`config.mk`:
```
export PLATFORM = sky130hd
export DESIGN_NAME = cos_cfg_regs
export DESIGN_NICKNAME = d
export VERILOG_FILES = /design/src/sv/cos_pkg.sv /design/src/sv/cos_cfg_regs.sv
export SDC_FILE = /design/constraint.sdc
export NUM_CORES = 1
export LEC_CHECK = 0
export ABC_AREA = 1
export BUFFER_PORTS_ARGS = -buffer_cell sky130_fd_sc_hd__buf_2
export CAP_MARGIN = 20
export CORE_UTILIZATION = 30
export CTS_CLUSTER_DIAMETER = 200
export DETAILED_ROUTE_END_ITERATION = 10
export GPL_ROUTABILITY_DRIVEN = 0
export HOLD_SLACK_MARGIN = 0.05
export SETUP_SLACK_MARGIN = 0.5
export SLEW_MARGIN = 40
export SYNTH_ARGS = -nofsm -noshare
export SYNTH_HDL_FRONTEND = slang
export SYNTH_SLANG_ARGS = --single-unit
```
`constraint.sdc`:
```
create_clock -name clk -period 1.15 [get_ports clk]
set_clock_uncertainty 0.15 [all_clocks]
set_input_delay 0.0575 -clock clk [delete_from_list [all_inputs] [get_ports clk]]
set_output_delay 0.0575 -clock clk [all_outputs]
set_load 0.02 [all_outputs]
```
`src/sv/cos_pkg.sv`:
```
// ----------------------------------------------------------------------------
// cos_pkg
// Shared types and constants for the cursor overlay save/restore block.
// ----------------------------------------------------------------------------
package cos_pkg;

	localparam int CURSOR_SIZE = 16;
	localparam int CELLS       = CURSOR_SIZE * CURSOR_SIZE;
	localparam int IDX_W       = $clog2(CELLS);

	localparam int ADDR_W  = 48;
	localparam int PIX_W   = 32;
	localparam int POS_W   = 12;
	localparam int OFF_W   = 4;
	localparam int DIM_W   = 13;
	localparam int PADDR_W = 5;
	localparam int PDATA_W = 64;

	// Register indexes, at byte address 8 * index.
	localparam logic [1:0] REG_FRAME_BASE    = 2'd0;
	localparam logic [1:0] REG_SCREEN_WIDTH  = 2'd1;
	localparam logic [1:0] REG_SCREEN_HEIGHT = 2'd2;
	localparam logic [1:0] REG_ROW_PITCH     = 2'd3;

	localparam logic [DIM_W-1:0] RST_SCREEN_WIDTH  = 13'd640;
	localparam logic [DIM_W-1:0] RST_SCREEN_HEIGHT = 13'd480;
	localparam logic [DIM_W-1:0] RST_ROW_PITCH     = 13'd640;

	// Item kinds.
	localparam logic KIND_DRAW  = 1'b0;
	localparam logic KIND_CLEAR = 1'b1;

	typedef struct packed {
		logic [ADDR_W-1:0] frame_base;
		logic [DIM_W-1:0]  screen_width;
		logic [DIM_W-1:0]  screen_height;
		logic [DIM_W-1:0]  row_pitch;
	} cfg_t;

	typedef struct packed {
		logic             kind;
		logic [POS_W-1:0] pos_x;
		logic [POS_W-1:0] pos_y;
		logic [OFF_W-1:0] offset_x;
		logic [OFF_W-1:0] offset_y;
		logic             shape_bit;
		logic [PIX_W-1:0] current_pixel;
		logic [PIX_W-1:0] draw_colour;
	} item_t;

	typedef struct packed {
		logic              write_enable;
		logic [ADDR_W-1:0] write_address;
		logic [PIX_W-1:0]  write_value;
		logic              clipped;
	} result_t;

	// One save-under entry: the pixel that was under the cursor and the
	// colour that was put over it.
	typedef struct packed {
		logic [PIX_W-1:0] saved_under;
		logic [PIX_W-1:0] drawn_value;
	} entry_t;

	typedef struct packed {
		logic             wr_en;
		logic [IDX_W-1:0] wr_idx;
		logic             rd_en;
		logic [IDX_W-1:0] rd_idx;
	} store_ctl_t;

endpackage

```
`src/sv/cos_cfg_regs.sv`:
```
// ----------------------------------------------------------------------------
// cos_cfg_regs
// APB register file holding frame base, screen size and row pitch.
// ----------------------------------------------------------------------------
module cos_cfg_regs (
	input  logic                        clk,
	input  logic                        arst_n,
	input  logic                        psel,
	input  logic                        penable,
	input  logic                        pwrite,
	input  logic [cos_pkg::PADDR_W-1:0] paddr,
	input  logic [cos_pkg::PDATA_W-1:0] pwdata,
	output logic [cos_pkg::PDATA_W-1:0] prdata,
	output logic                        pready,
	output cos_pkg::cfg_t               cfg
);
	import cos_pkg::*;

	cfg_t       cfg_q;
	logic [1:0] reg_idx;
	logic       wr_hit;

	assign pready  = 1'b1;
	assign reg_idx = paddr[4:3];
	assign wr_hit  = psel && penable && pwrite && pready;
	assign cfg     = cfg_q;

	always_ff @(posedge clk or negedge arst_n) begin
		if (!arst_n) begin
			cfg_q.frame_base    <= '0;
			cfg_q.screen_width  <= RST_SCREEN_WIDTH;
			cfg_q.screen_height <= RST_SCREEN_HEIGHT;
			cfg_q.row_pitch     <= RST_ROW_PITCH;
		end else if (wr_hit) begin
			case (reg_idx)
				REG_FRAME_BASE:    cfg_q.frame_base    <= pwdata[ADDR_W-1:0];
				REG_SCREEN_WIDTH:  cfg_q.screen_width  <= pwdata[DIM_W-1:0];
				REG_SCREEN_HEIGHT: cfg_q.screen_height <= pwdata[DIM_W-1:0];
				REG_ROW_PITCH:     cfg_q.row_pitch     <= pwdata[DIM_W-1:0];
				default: ;
			endcase
		end
	end

	always_comb begin
		case (reg_idx)
			REG_FRAME_BASE:    prdata = PDATA_W'(cfg_q.frame_base);
			REG_SCREEN_WIDTH:  prdata = PDATA_W'(cfg_q.screen_width);
			REG_SCREEN_HEIGHT: prdata = PDATA_W'(cfg_q.screen_height);
			REG_ROW_PITCH:     prdata = PDATA_W'(cfg_q.row_pitch);
			default:           prdata = '0;
		endcase
	end

endmodule

```
==> key figures <==
Worst setup path
  • Worst path bufs/invs: 1
  • Cells along the critical path: nand3_2, nand4_1, buf_4
  • Crit path launch type: register
  • Req. time, crit path: about 940 ps
  • Worst Path Arrival: 1200 ps
  • CP max stage delay: between 500 and 600 ps
  • Critical path's top delay family: flip-flops
  • Critical Path End Type: output port
  • WS Path Type: reg2out
  • CP max-delay cell: dfstp_2
  • Crit path max fanout: 2

Clock tree
  • CTS tree: built
  • Reg clk slew, reported paths: 60 ps
  • Clk_lat worst skew: roughly 340 ps
  • Clock Tree Buf Depth: 2
  • CTS buffer count: 9
  • CTS HTree Levels: 3
  • Root buffer cell: clkbuf_16
  • CTS Sinks: 87

STA
  • Slew Limit Fails: 0
  • RSZ-0062 raised after global routing: true
  • Final setup viols: 90
  • WHS: -609 ps
  • Final hold vios: around 170
  • Final worst-path cycle share: 123%
  • F_max: a little over 700 MHz
  • Period minus WS final: between 1000 and 1500 ps
  • Setup ws final: -262 ps

Power
  • Worst vdd ir: about 0.00081 V
  • Leakage power figure: between 4 and 5 nW
  • Power, Total: roughly 0.013 W
  • Power per standard cell area: 1580 nW/µm²

Drt
  • Via Count: between 4,000 and 5,000
  • Pre-Repair DR Iteration Count: 5
  • Drt wl/cell: 16.2 µm
  • Routed vias/inst: 4.60
  • Antenna viol nets, final: 0
  • Initial DRC count: approximately 190
  • DRC: 0
  • Final wirelength: roughly 16 mm

Final layout
  • Area delta synth->final: 95.9%
  • Diodes inserted: 0
  • Nets: ~900
  • Fill count: 1,124
  • Commonest non-fill, non-tap cell in the layout: nand2_1
  • Most frequent cells in the layout: nand2_1 (219), buf_6 (190), dfrtp_2 (79)
  • Max FFs per register: between 80 and 90
  • Share of post-route cells with drive strength above 1: about two thirds

Floorplanning
  • Core ar.: between 10,000 and 15,000 µm²
  • Die X-Extent: roughly 120 µm
  • Die height: roughly 120 µm
  • DIE AREA: 14,700 µm²
  • Num ports: between 200 and 250
  • Rows: 43
  • Starting Density: a little under a third

Yosys
  • Synth area leaders: dfrtp_1 (46%), nand2_1 (24%), dfstp_2 (4.9%)
  • Sequential-to-total area share from yosys stat: roughly 51%
  • Post-synthesis area per instance: 7.72 µm²
  • Synth Register Bits: 87
  • Synth cell types: 18
  • Mapped Cells: 552
  • Yosys warning count: 0
  • Synthesized area: approximately 4300 µm²
  • Synth area leader: dfrtp_1
  • Top-area cell type share of the netlist area: between 40% and 50%

GRT
  • GRT overflow: 0
  • Largest net degree at the start of global routing: between 40 and 50
  • Global-route wire length before repair: 23.4 mm
  • Vias in the first global route: 4,375
  • Antenna violations before repair: 0
  • Gr usage total: a little over a fifth

Place
  • Hpwl dp: about 9.8 mm
  • Port bufs: 189

Worst hold path
  • HP Class: in2async

Job
  • Max-cap violations: 0

Run status
  • Failing checks: hold timing, setup timing
  • Status: complete, but fails checks
final timing paths:
path,from,to,slack [ps],cells after the start
max,cfg[9],prdata[9],-260,3
min,arst_n,cfg[56],-610,1
max reg2reg,cfg[1],cfg[1],20,5
min reg2reg,cfg[21],cfg[21],330,2
max in group asynchronous,arst_n,cfg[18],920,2
min in group clk,pwdata[44],cfg[83],-240,3
metrics by stage:
| stage | setup WS, ps | TNS [ps] | instance area [µm²] | utilization [%] | instances |
|---|---|---|---|---|---|
| after floorplan | 77.7 | 0 | 4880 | - | 567 |
| after global placement | -68.1 | -2410 | 6000 | 43.2 | 922 |
| after global routing | -311 | -11780 | 8350 | 60.1 | 1018 |
| after detailed placement | -84.1 | -3730 | 6000 | 43.2 | 922 |
| final | -262 | -9080 | 8350 | 60.1 | 1018 |
| after CTS | -263 | -8520 | 7570 | 54.5 | 978 |
repair_timing:
item                       4_1_cts  5_1_grt
buffers inserted                40       33
gates resized for setup        317      112
pin swaps                       46       49
setup endpoints to repair      222      222
gates cloned                     0        7
hold endpoints to repair       174      174
power by group:
group / leakage, nW / internal (W) / total, W / switching (W)
clock network: 0.137 / 0.00168 / 0.00287 / 0.00119
registers: 0.986 / 0.00385 / 0.00462 / 0.000770
logic: 2.92 / 0.00297 / 0.00574 / 0.00277
total: 4.04 / 0.00849 / 0.0132 / 0.00473
logic make-up (layout without fill, tap and decap cells):
logic type | count (synthesis) | in the layout | share of synthesized area (%)
buf+inv | 86 | 356 | 11.6
other cells | 2 | 17 | 0.176
flops | 87 | 87 | 51.3
simple gates | 377 | 378 | 36.9
Yosys cell counts:
cell / count
nand2_1: 276
dfrtp_1: 79
nand3_1: 39
inv_1: 38
nor2_1: 35
buf_4: 20
nand4_1: 13
buf_2: 11
buf_6: 11
dfstp_2: 8
nand2_2: 6
nor2_4: 5
clkbuf_1: 3
inv_2: 3
conb_1: 2
nand2_4: 1
nand3_4: 1
nor2_2: 1
worst reg2reg max path: cells and delay by family (launching register included):
| kind | cells | cell delay [ps] |
|---|---|---|
| DFF | 1 | 430 |
| and+or+nand+nor | 2 | 100 |
| buffers and inverters | 3 | 340 |
metal layers:
metal / vias up / routed length, µm / global-route usage (%)
li1: 2209 / - / -
met1: 2265 / 6960 / 26.5
met2: 185 / 8130 / 35.0
met3: 22 / 1140 / 4.23
met4: 0 / 257 / 7.56
met5: - / 0 / 0
layout make-up:
type,instances,area [µm²],area share (%)
repair buffers,299,3110,37.2
flip-flops and latches,87,2290,27.4
multi-input cells,395,2280,27.3
clock buffers,12,236,2.83
well taps,180,225,2.70
inverters,41,166,1.99
clock inverters,4,47.5,0.569
Note: power is estimated with default switching activity, not from simulation.
